--- config.mk ---
export PLATFORM = sky130hd
export DESIGN_NAME = json_string_escaper_flat
export DESIGN_NICKNAME = d
export VERILOG_FILES = /design/src/rtl/jse_pkg.sv /design/src/rtl/jse_req_if.sv /design/src/rtl/jse_rsp_if.sv /design/src/rtl/jse_front.sv /design/src/rtl/jse_queue.sv /design/src/rtl/jse_back.sv /design/src/rtl/json_string_escaper.sv /design/src/flat_wrapper.sv
export SDC_FILE = /design/constraint.sdc
export NUM_CORES = 1
export LEC_CHECK = 0
export BUFFER_PORTS_ARGS = -buffer_cell sky130_fd_sc_hd__buf_2
export CORE_MARGIN = 3
export CORE_UTILIZATION = 30
export CTS_CLUSTER_DIAMETER = 80
export DETAILED_ROUTE_END_ITERATION = 12
export PLACE_DENSITY_LB_ADDON = 0.2
export SLEW_MARGIN = 20
export SYNTH_ARGS = -nofsm -noshare
export SYNTH_HDL_FRONTEND = slang
export SYNTH_SLANG_ARGS = --single-unit
export TNS_END_PERCENT = 100
--- constraint.sdc ---
create_clock -name clock -period 8.83 [get_ports clock]
set_input_delay 0 -clock clock [delete_from_list [all_inputs] [get_ports clock]]
set_output_delay 0 -clock clock [all_outputs]
set_load 0.01 [all_outputs]
--- src/rtl/jse_pkg.sv ---
// Shared types and constants for the JSON string escaper.
package jse_pkg;

   localparam int unsigned CAP_W = 16;
   localparam logic [CAP_W-1:0] CAPACITY_RESET = 16'd64;
   localparam int unsigned QUEUE_DEPTH_DEFAULT = 4;

   localparam logic [7:0] CHAR_QUOTE = 8'h22;
   localparam logic [7:0] CHAR_BACKSLASH = 8'h5c;
   localparam logic [7:0] CHAR_U = 8'h75;
   localparam logic [7:0] CHAR_ZERO = 8'h30;
   localparam logic [7:0] CHAR_NUL = 8'h00;
   localparam logic [7:0] CTRL_LIMIT = 8'h20;
   localparam logic [CAP_W-1:0] MIN_CAPACITY = 16'd3;

   localparam logic [7:0] HEX_DIGITS [16] = '{
      8'h30, 8'h31, 8'h32, 8'h33, 8'h34, 8'h35, 8'h36, 8'h37,
      8'h38, 8'h39, 8'h61, 8'h62, 8'h63, 8'h64, 8'h65, 8'h66
   };

   typedef enum logic [2:0] {
      JOB_NONE,
      JOB_PLAIN,
      JOB_PAIR,
      JOB_CTRL,
      JOB_END,
      JOB_EMPTY
   } kind_type;

   typedef struct packed {
      logic       open_quote;
      kind_type   kind;
      logic [7:0] char;
   } job_type;

   typedef struct packed {
      logic full;
      logic empty;
   } queue_status_type;

endpackage

--- src/rtl/jse_req_if.sv ---
// Input channel: one text byte per beat.
interface jse_req_if;
   logic       valid;
   logic       ready;
   logic [7:0] text_byte;

   modport source (output valid, output text_byte, input ready);
   modport sink (input valid, input text_byte, output ready);
endinterface

--- src/rtl/jse_rsp_if.sv ---
// Result channel: one escaped output byte per beat.
interface jse_rsp_if;
   logic       valid;
   logic       ready;
   logic [7:0] out_byte;
   logic       last_of_string;
   logic       nothing_written;

   modport source (output valid, output out_byte, output last_of_string,
                   output nothing_written, input ready);
   modport sink (input valid, input out_byte, input last_of_string,
                 input nothing_written, output ready);
endinterface

--- src/rtl/jse_front.sv ---
// Front end: accepts text bytes, runs room checks and queues escape jobs.
module jse_front (
   input  logic                        clock,
   input  logic                        reset,
   jse_req_if.sink                     req_bus,
   input  logic                        csr_write_en,
   input  logic [jse_pkg::CAP_W-1:0]   csr_write_data,
   input  jse_pkg::queue_status_type   queue_status,
   output logic                        push,
   output jse_pkg::job_type            push_job
);
   import jse_pkg::*;

   logic [CAP_W-1:0] capacity_ff, capacity_in;
   logic [CAP_W-1:0] bytes_used_ff, bytes_used_in;
   logic             quote_opened_ff, quote_opened_in;
   logic             truncated_ff, truncated_in;

   logic             accept;
   logic [CAP_W-1:0] used;
   logic [CAP_W:0]   used_wide;
   logic [CAP_W:0]   cap_wide;
   logic [7:0]       v;
   job_type          job;

   assign req_bus.ready = !queue_status.full;
   assign accept = req_bus.valid && req_bus.ready;
   assign v = req_bus.text_byte;

   assign capacity_in = csr_write_en ? csr_write_data : capacity_ff;

   always_comb begin
      used = quote_opened_ff ? bytes_used_ff : CAP_W'(1);
      used_wide = {1'b0, used};
      cap_wide = {1'b0, capacity_ff};
      bytes_used_in = bytes_used_ff;
      quote_opened_in = quote_opened_ff;
      truncated_in = truncated_ff;
      job.open_quote = 1'b0;
      job.kind = JOB_NONE;
      job.char = v;
      if (capacity_ff < MIN_CAPACITY) begin
         if (v == CHAR_NUL) begin
            job.kind = JOB_EMPTY;
            bytes_used_in = '0;
            quote_opened_in = 1'b0;
            truncated_in = 1'b0;
         end
      end else begin
         job.open_quote = !quote_opened_ff;
         quote_opened_in = 1'b1;
         bytes_used_in = used;
         if (v == CHAR_NUL) begin
            job.kind = JOB_END;
            bytes_used_in = '0;
            quote_opened_in = 1'b0;
            truncated_in = 1'b0;
         end else if (truncated_ff) begin
            job.kind = JOB_NONE;
         end else if (used_wide + (CAP_W+1)'(2) >= cap_wide) begin
            truncated_in = 1'b1;
         end else if (v == CHAR_QUOTE || v == CHAR_BACKSLASH) begin
            if (used_wide + (CAP_W+1)'(3) >= cap_wide) begin
               truncated_in = 1'b1;
            end else begin
               job.kind = JOB_PAIR;
               bytes_used_in = used + CAP_W'(2);
            end
         end else if (v < CTRL_LIMIT) begin
            if (used_wide + (CAP_W+1)'(7) >= cap_wide) begin
               truncated_in = 1'b1;
            end else begin
               job.kind = JOB_CTRL;
               bytes_used_in = used + CAP_W'(6);
            end
         end else begin
            job.kind = JOB_PLAIN;
            bytes_used_in = used + CAP_W'(1);
         end
      end
   end

   assign push = accept && (job.open_quote || job.kind != JOB_NONE);
   assign push_job = job;

   always_ff @(posedge clock) begin
      if (reset) begin
         capacity_ff <= CAPACITY_RESET;
         bytes_used_ff <= '0;
         quote_opened_ff <= 1'b0;
         truncated_ff <= 1'b0;
      end else begin
         capacity_ff <= capacity_in;
         if (accept) begin
            bytes_used_ff <= bytes_used_in;
            quote_opened_ff <= quote_opened_in;
            truncated_ff <= truncated_in;
         end
      end
   end

   a_trunc_needs_quote: assert property (@(posedge clock) disable iff (reset)
      truncated_ff |-> quote_opened_ff)
      else $error("truncated set without an open string");

endmodule

--- src/rtl/jse_queue.sv ---
// Short job queue between the front end and the output sequencer.
module jse_queue #(
   parameter int unsigned DEPTH = jse_pkg::QUEUE_DEPTH_DEFAULT
) (
   input  logic                        clock,
   input  logic                        reset,
   input  logic                        push,
   input  jse_pkg::job_type            push_job,
   input  logic                        pop,
   output jse_pkg::job_type            head_job,
   output jse_pkg::queue_status_type   status
);
   import jse_pkg::*;

   localparam int unsigned PTR_W = (DEPTH > 1) ? $clog2(DEPTH) : 1;
   localparam int unsigned CNT_W = $clog2(DEPTH + 1);

   job_type          entries_ff [DEPTH];
   logic [PTR_W-1:0] wr_ptr_ff, wr_ptr_in;
   logic [PTR_W-1:0] rd_ptr_ff, rd_ptr_in;
   logic [CNT_W-1:0] count_ff, count_in;

   assign status.full = (count_ff == CNT_W'(DEPTH));
   assign status.empty = (count_ff == '0);
   assign head_job = entries_ff[rd_ptr_ff];

   always_comb begin
      wr_ptr_in = wr_ptr_ff;
      rd_ptr_in = rd_ptr_ff;
      count_in = count_ff;
      if (push) begin
         wr_ptr_in = (wr_ptr_ff == PTR_W'(DEPTH - 1)) ? '0 : wr_ptr_ff + PTR_W'(1);
      end
      if (pop) begin
         rd_ptr_in = (rd_ptr_ff == PTR_W'(DEPTH - 1)) ? '0 : rd_ptr_ff + PTR_W'(1);
      end
      if (push && !pop) begin
         count_in = count_ff + CNT_W'(1);
      end else if (pop && !push) begin
         count_in = count_ff - CNT_W'(1);
      end
   end

   always_ff @(posedge clock) begin
      if (push) begin
         entries_ff[wr_ptr_ff] <= push_job;
      end
   end

   always_ff @(posedge clock) begin
      if (reset) begin
         wr_ptr_ff <= '0;
         rd_ptr_ff <= '0;
         count_ff <= '0;
      end else begin
         wr_ptr_ff <= wr_ptr_in;
         rd_ptr_ff <= rd_ptr_in;
         count_ff <= count_in;
      end
   end

   a_no_overflow: assert property (@(posedge clock) disable iff (reset)
      status.full |-> !push)
      else $error("push into full job queue");

   a_no_underflow: assert property (@(posedge clock) disable iff (reset)
      status.empty |-> !pop)
      else $error("pop from empty job queue");

   a_count_bound: assert property (@(posedge clock) disable iff (reset)
      count_ff <= CNT_W'(DEPTH))
      else $error("job queue count out of range");

endmodule

--- src/rtl/jse_back.sv ---
// Back end: expands queued jobs into output bytes, one per cycle while the sink is ready.
module jse_back (
   input  logic                        clock,
   input  logic                        reset,
   input  jse_pkg::job_type            head_job,
   input  jse_pkg::queue_status_type   queue_status,
   output logic                        pop,
   jse_rsp_if.source                   rsp_bus
);
   import jse_pkg::*;

   logic [2:0] step_ff, step_in;
   logic       valid_ff, valid_in;
   logic [7:0] byte_ff, byte_in;
   logic       last_ff, last_in;
   logic       empty_ff, empty_in;

   logic [2:0] job_len;
   logic [2:0] kind_len;
   logic [2:0] k;
   logic       load;

   always_comb begin
      case (head_job.kind)
         JOB_PLAIN: kind_len = 3'd1;
         JOB_PAIR:  kind_len = 3'd2;
         JOB_CTRL:  kind_len = 3'd6;
         JOB_END:   kind_len = 3'd2;
         JOB_EMPTY: kind_len = 3'd1;
         default:   kind_len = 3'd0;
      endcase
      job_len = kind_len + {2'b00, head_job.open_quote};
      k = step_ff - {2'b00, head_job.open_quote};
   end

   // Pick the byte for the current step of the head job.
   always_comb begin
      byte_in = CHAR_NUL;
      last_in = 1'b0;
      empty_in = 1'b0;
      if (head_job.open_quote && step_ff == 3'd0) begin
         byte_in = CHAR_QUOTE;
      end else begin
         case (head_job.kind)
            JOB_PLAIN: byte_in = head_job.char;
            JOB_PAIR:  byte_in = (k == 3'd0) ? CHAR_BACKSLASH : head_job.char;
            JOB_CTRL: begin
               case (k)
                  3'd0:    byte_in = CHAR_BACKSLASH;
                  3'd1:    byte_in = CHAR_U;
                  3'd2:    byte_in = CHAR_ZERO;
                  3'd3:    byte_in = CHAR_ZERO;
                  3'd4:    byte_in = HEX_DIGITS[head_job.char[7:4]];
                  default: byte_in = HEX_DIGITS[head_job.char[3:0]];
               endcase
            end
            JOB_END: begin
               if (k == 3'd0) begin
                  byte_in = CHAR_QUOTE;
               end else begin
                  byte_in = CHAR_NUL;
                  last_in = 1'b1;
               end
            end
            JOB_EMPTY: begin
               byte_in = CHAR_NUL;
               last_in = 1'b1;
               empty_in = 1'b1;
            end
            default: byte_in = CHAR_NUL;
         endcase
      end
   end

   assign load = !queue_status.empty && (!valid_ff || rsp_bus.ready);
   assign pop = load && (step_ff == job_len - 3'd1);

   always_comb begin
      step_in = step_ff;
      valid_in = valid_ff;
      if (load) begin
         valid_in = 1'b1;
         step_in = pop ? 3'd0 : step_ff + 3'd1;
      end else if (rsp_bus.ready) begin
         valid_in = 1'b0;
      end
   end

   always_ff @(posedge clock) begin
      if (reset) begin
         step_ff <= 3'd0;
         valid_ff <= 1'b0;
      end else begin
         step_ff <= step_in;
         valid_ff <= valid_in;
      end
   end

   // Hold the payload while the sink stalls.
   always_ff @(posedge clock) begin
      if (load) begin
         byte_ff <= byte_in;
         last_ff <= last_in;
         empty_ff <= empty_in;
      end
   end

   assign rsp_bus.valid = valid_ff;
   assign rsp_bus.out_byte = byte_ff;
   assign rsp_bus.last_of_string = last_ff;
   assign rsp_bus.nothing_written = empty_ff;

   a_step_in_job: assert property (@(posedge clock) disable iff (reset)
      !queue_status.empty |-> step_ff < job_len)
      else $error("output step beyond length of head job");

   a_idle_step: assert property (@(posedge clock) disable iff (reset)
      queue_status.empty |-> step_ff == 3'd0)
      else $error("step counter not cleared with empty queue");

endmodule

--- src/rtl/json_string_escaper.sv ---
// Top level of the JSON string escaper: front end, job queue and output sequencer.
//
//   channel   dir   handshake           payload
//   req_bus   in    valid/ready         text_byte[7:0]
//   rsp_bus   out   valid/ready         out_byte[7:0], last_of_string, nothing_written
//   csr_*     in    csr_write_en        csr_write_data[15:0] (output_capacity)
//
// The front end takes one text byte per cycle while the job queue has room;
// each byte that yields output becomes one queued job, a dropped byte none.
// The output sequencer emits one byte per cycle while rsp_bus is ready, so a job
// yields 1 to 7 bytes there (opening quote plus up to six escape bytes); the sustained
// rate is set by that single output byte lane.
// The first result beat of a byte passes through the job queue and the output
// register before it is valid on rsp_bus.
// Reset is synchronous: capacity returns to 64 and the queue empties.
// A stalled rsp_bus fills the queue, and then req_bus.ready drops.
module json_string_escaper #(
   parameter int unsigned QUEUE_DEPTH = jse_pkg::QUEUE_DEPTH_DEFAULT
) (
   input  logic                        clock,
   input  logic                        reset,
   jse_req_if.sink                     req_bus,
   jse_rsp_if.source                   rsp_bus,
   input  logic                        csr_write_en,
   input  logic [jse_pkg::CAP_W-1:0]   csr_write_data
);
   import jse_pkg::*;

   logic             push;
   logic             pop;
   job_type          push_job;
   job_type          head_job;
   queue_status_type queue_status;

   jse_front u_front (
      .clock          (clock),
      .reset          (reset),
      .req_bus        (req_bus),
      .csr_write_en   (csr_write_en),
      .csr_write_data (csr_write_data),
      .queue_status   (queue_status),
      .push           (push),
      .push_job       (push_job)
   );

   jse_queue #(
      .DEPTH (QUEUE_DEPTH)
   ) u_queue (
      .clock    (clock),
      .reset    (reset),
      .push     (push),
      .push_job (push_job),
      .pop      (pop),
      .head_job (head_job),
      .status   (queue_status)
   );

   jse_back u_back (
      .clock        (clock),
      .reset        (reset),
      .head_job     (head_job),
      .queue_status (queue_status),
      .pop          (pop),
      .rsp_bus      (rsp_bus)
   );

endmodule
--- src/flat_wrapper.sv ---
// flat-port wrapper written by rule: the top's interface ports become plain ports
module json_string_escaper_flat import jse_pkg::*;
#(
   parameter int unsigned QUEUE_DEPTH = jse_pkg::QUEUE_DEPTH_DEFAULT
)
  (clock, reset, csr_write_en, csr_write_data, req_bus_valid, req_bus_text_byte, req_bus_ready, rsp_bus_valid, rsp_bus_out_byte, rsp_bus_last_of_string, rsp_bus_nothing_written, rsp_bus_ready);
  jse_req_if req_bus_i ();
  jse_rsp_if rsp_bus_i ();
  input  logic clock;
  input  logic reset;
  input  logic csr_write_en;
  input  logic [jse_pkg::CAP_W-1:0] csr_write_data;
  input wire logic [$bits(req_bus_i.valid)-1:0] req_bus_valid;
  input wire logic [$bits(req_bus_i.text_byte)-1:0] req_bus_text_byte;
  output wire logic [$bits(req_bus_i.ready)-1:0] req_bus_ready;
  output wire logic [$bits(rsp_bus_i.valid)-1:0] rsp_bus_valid;
  output wire logic [$bits(rsp_bus_i.out_byte)-1:0] rsp_bus_out_byte;
  output wire logic [$bits(rsp_bus_i.last_of_string)-1:0] rsp_bus_last_of_string;
  output wire logic [$bits(rsp_bus_i.nothing_written)-1:0] rsp_bus_nothing_written;
  input wire logic [$bits(rsp_bus_i.ready)-1:0] rsp_bus_ready;
  assign req_bus_i.valid = req_bus_valid;
  assign req_bus_i.text_byte = req_bus_text_byte;
  assign req_bus_ready = req_bus_i.ready;
  assign rsp_bus_valid = rsp_bus_i.valid;
  assign rsp_bus_out_byte = rsp_bus_i.out_byte;
  assign rsp_bus_last_of_string = rsp_bus_i.last_of_string;
  assign rsp_bus_nothing_written = rsp_bus_i.nothing_written;
  assign rsp_bus_i.ready = rsp_bus_ready;
  json_string_escaper #(.QUEUE_DEPTH(QUEUE_DEPTH)) u_core (.clock(clock), .reset(reset), .req_bus(req_bus_i), .rsp_bus(rsp_bus_i), .csr_write_en(csr_write_en), .csr_write_data(csr_write_data));
endmodule
==> summary.txt <==
CTS tree - done
sequential area share after synthesis - 36.17%
FF-to-FF path depth - 22
Yosys Warn Count - 0
antenna cell count - 0
share of layout cells above drive strength 1 - 10.40%
number of port buffers - 40
Setup WS post-layout - 2.937 ns
critical path depth - 22
most frequent cell after synthesis - nand2_1
first-pass GRT wire length - 34490 µm
Rows - 56
clk slew on worst S/H paths - 0.08 ns
min-delay worst type - primary input to flop
largest net degree at the start of global routing - 36
clock tree buffer depth - 2
Total GRT Usage - 16.55%
Layout area overhead - 13.68%
Period minus WS final - 5.893 ns
share of the synthesized area in the top cell type - 23.49%
Synth top cells by count - nand2_1, nor2_1, ha_1
critical path launch point type - flop
initial core utilization - 31.04%
Cell variety after synth - 73
Ports - 41
outcome - finished clean
Pre-Repair DR Iteration Count - 5
synthesized net count - 898
largest area contributor in the netlist - edfxtp_1
Hold Violations, Final - 0
worst skew pair latency - 0.36 ns
crit-path cells - buf_4 > nand2_1 > inv_1 > ha_1 > nand2_1 > nor4_1 > nor2b_1 > xnor2_1 > ha_1 > a21oi_1 > nor2b_1 > a2111oi_2 > and3_4 > nand2_1 > o31a_1 > nor2_1 > ha_1 > inv_1 > fa_1 > xor2_1 > or3_1 > a21oi_1
slowest stage cell on the critical path - nor4_1
Setup-failing EPs final - 0
Setup CP Type - flop to flop
Nets - 948
vias after detailed routing - 6300
CTS Buf Count - 9
# clock sinks - 105
gpl congestion - 0.9185
peak supply drop - 0.0001018 V
Root Buffer - clkbuf_16
delay-heaviest family, CP - simple AND/OR/NAND/NOR gates
setup TNS - 0 ns
die height - 163.2 µm
pwr dens - 181.5 nW/µm²
Post-DRT Antenna Nets - 0
Max Cap Viol - 0
Worst Path Max Fanout - 35
Yosys reg bits - 105
pre-CTS setup slack - 3.156 ns
RSZ-0062 raised after global routing - no
number of global-route vias before repair - 6066
f_max - 169.7 MHz
gr ovfl total - 0
DP HPWL - 16270 µm
Primary FF master, synth - edfxtp_1
cts repair resizes - 0
WP buf/inv - 3
Die ar. - 26640 µm²
Core ar. - 23890 µm²
final wirelength - 21640 µm
average cell area after synthesis - 9.258 µm²
Setup crit end kind - flop
Die Width - 163.2 µm
worst hold stages - 3
max_slew headroom - 36.27%
critical path required time - 9.11 ns
post-synthesis cell area - 7416 µm²
WP data arrival - 6.17 ns
post-synthesis cell count - 801
DRC viols - 0
Critical Path Max Stage Delay - 0.63 ns
Tcrit/Tclk final - 66.74%
P_leak - 0.003240 µW
Pins Over Slew Limit - 0
fraction of registers with async set or reset after synthesis - 0%
H-tree depth - 3
worst slew pin tran - 0.9472 ns
number of synthesized flops with an enable pin - 58
initial antenna violation count - 0
routed vias/inst - 5.362
Worst Skew - 0.01129 ns
drt wl/cell - 18.42 µm
DRT iter0 DRCs - 487
Area contributors post-synth - edfxtp_1, dfxtp_1, ha_1, nand2_1, nor2_1
per-layer routing:
layer | part of all wire, % | up-vias | GRT usage [%]
met5 | 0 | - | 0
met4 | 2.3 | 0 | 4.883
met3 | 5.7 | 42 | 2.739
met2 | 43 | 193 | 24.78
met1 | 49 | 2992 | 24.44
li1 | - | 3073 | -
layout make-up:
cell class / instances / area, µm²
clock inverter: 5 / 38.79
inverter: 45 / 168.9
timing repair buffer: 69 / 480.5
sequential: 105 / 2683
fill: 2452 / 15460
tap: 319 / 399.1
clock buffer: 11 / 232.7
multi-input combinational: 621 / 4428
placed cells by master, fill, tap and decap left out, drive strengths merged, types with 13 or more instances in the layout:
cell type,n
nand2,82
nor2,79
ha,67
edfxtp,58
inv,48
dfxtp,47
nand3,45
buf,44
a21oi,41
o21ai,27
xnor2,26
dlygate4sd3,25
mux2i,22
nor3,21
xor2,20
nand4,15
and3,13
path summary, 6_finish.rpt:
path | start | endpoint | slack, ns
worst max-delay path | u_core.u_front.quote_opened_ff | u_core.u_queue.count_ff[2] | 2.94
worst min-delay path | csr_write_en | u_core.u_front.capacity_ff[6] | 0.15
worst max register to register | u_core.u_front.quote_opened_ff | u_core.u_queue.count_ff[2] | 2.94
worst min register to register | u_core.u_back.rsp_bus.valid | u_core.u_back.rsp_bus.valid | 0.47
power by group:
group / internal [µW] / switching, µW
logic: 199 / 311
clock network: 195 / 194
registers: 596 / 35.5
tightest hold or removal path: stages:
cell      delay, ns
buf_2          0.26
nand2_1        0.12
o211ai_1       0.07
stage by stage:
step / power (µW) / area (µm²) / utilization, % / instances / hold slack [ns]
CTS: 1547 / 8431 / 35.28 / 1175 / 0.1426
floorplan: 1005 / 7416 / - / 801 / 0.09887
finish: 1531 / 8431 / 35.28 / 1175 / 0.1491
global placement: 1147 / 7909 / 33.10 / 1134 / 0.2290
detailed placement: 1146 / 7909 / 33.10 / 1134 / 0.2367
global route: 1638 / 8431 / 35.28 / 1175 / 0.1882
cells by family (layout without fill, tap and decap cells):
kind of cell,after synthesis,after routing,share of synthesized area [%]
simple gates,315,315,21.55
fa+ha+maj,68,68,11.57
compound gates,158,158,14.54
mux,34,34,6.614
flops,105,105,36.17
buf+inv,75,130,4.117
xor+xnor,46,46,5.433
sequential cells by signal (all words and copies together), names as in the netlist, named ones only:
name / flops
u_core.u_queue.entries_ff: 48
u_core.u_front.bytes_used_ff: 16
u_core.u_front.capacity_ff: 16
u_core.u_back.rsp_bus.out_byte: 8
u_core.u_back.step_ff: 3
u_core.u_queue.count_ff: 3
u_core.u_queue.rd_ptr_ff: 2
u_core.u_queue.wr_ptr_ff: 2
u_core.u_back.rsp_bus.last_of_string: 1
u_core.u_back.rsp_bus.nothing_written: 1
u_core.u_back.rsp_bus.valid: 1
u_core.u_front.quote_opened_ff: 1
u_core.u_front.truncated_ff: 1
timing repair:
item                      CTS  global route
hold endpoints to repair   49             0
buffers inserted            0             0
hold buffers               25             0
Power figures use the tool's default switching activity.
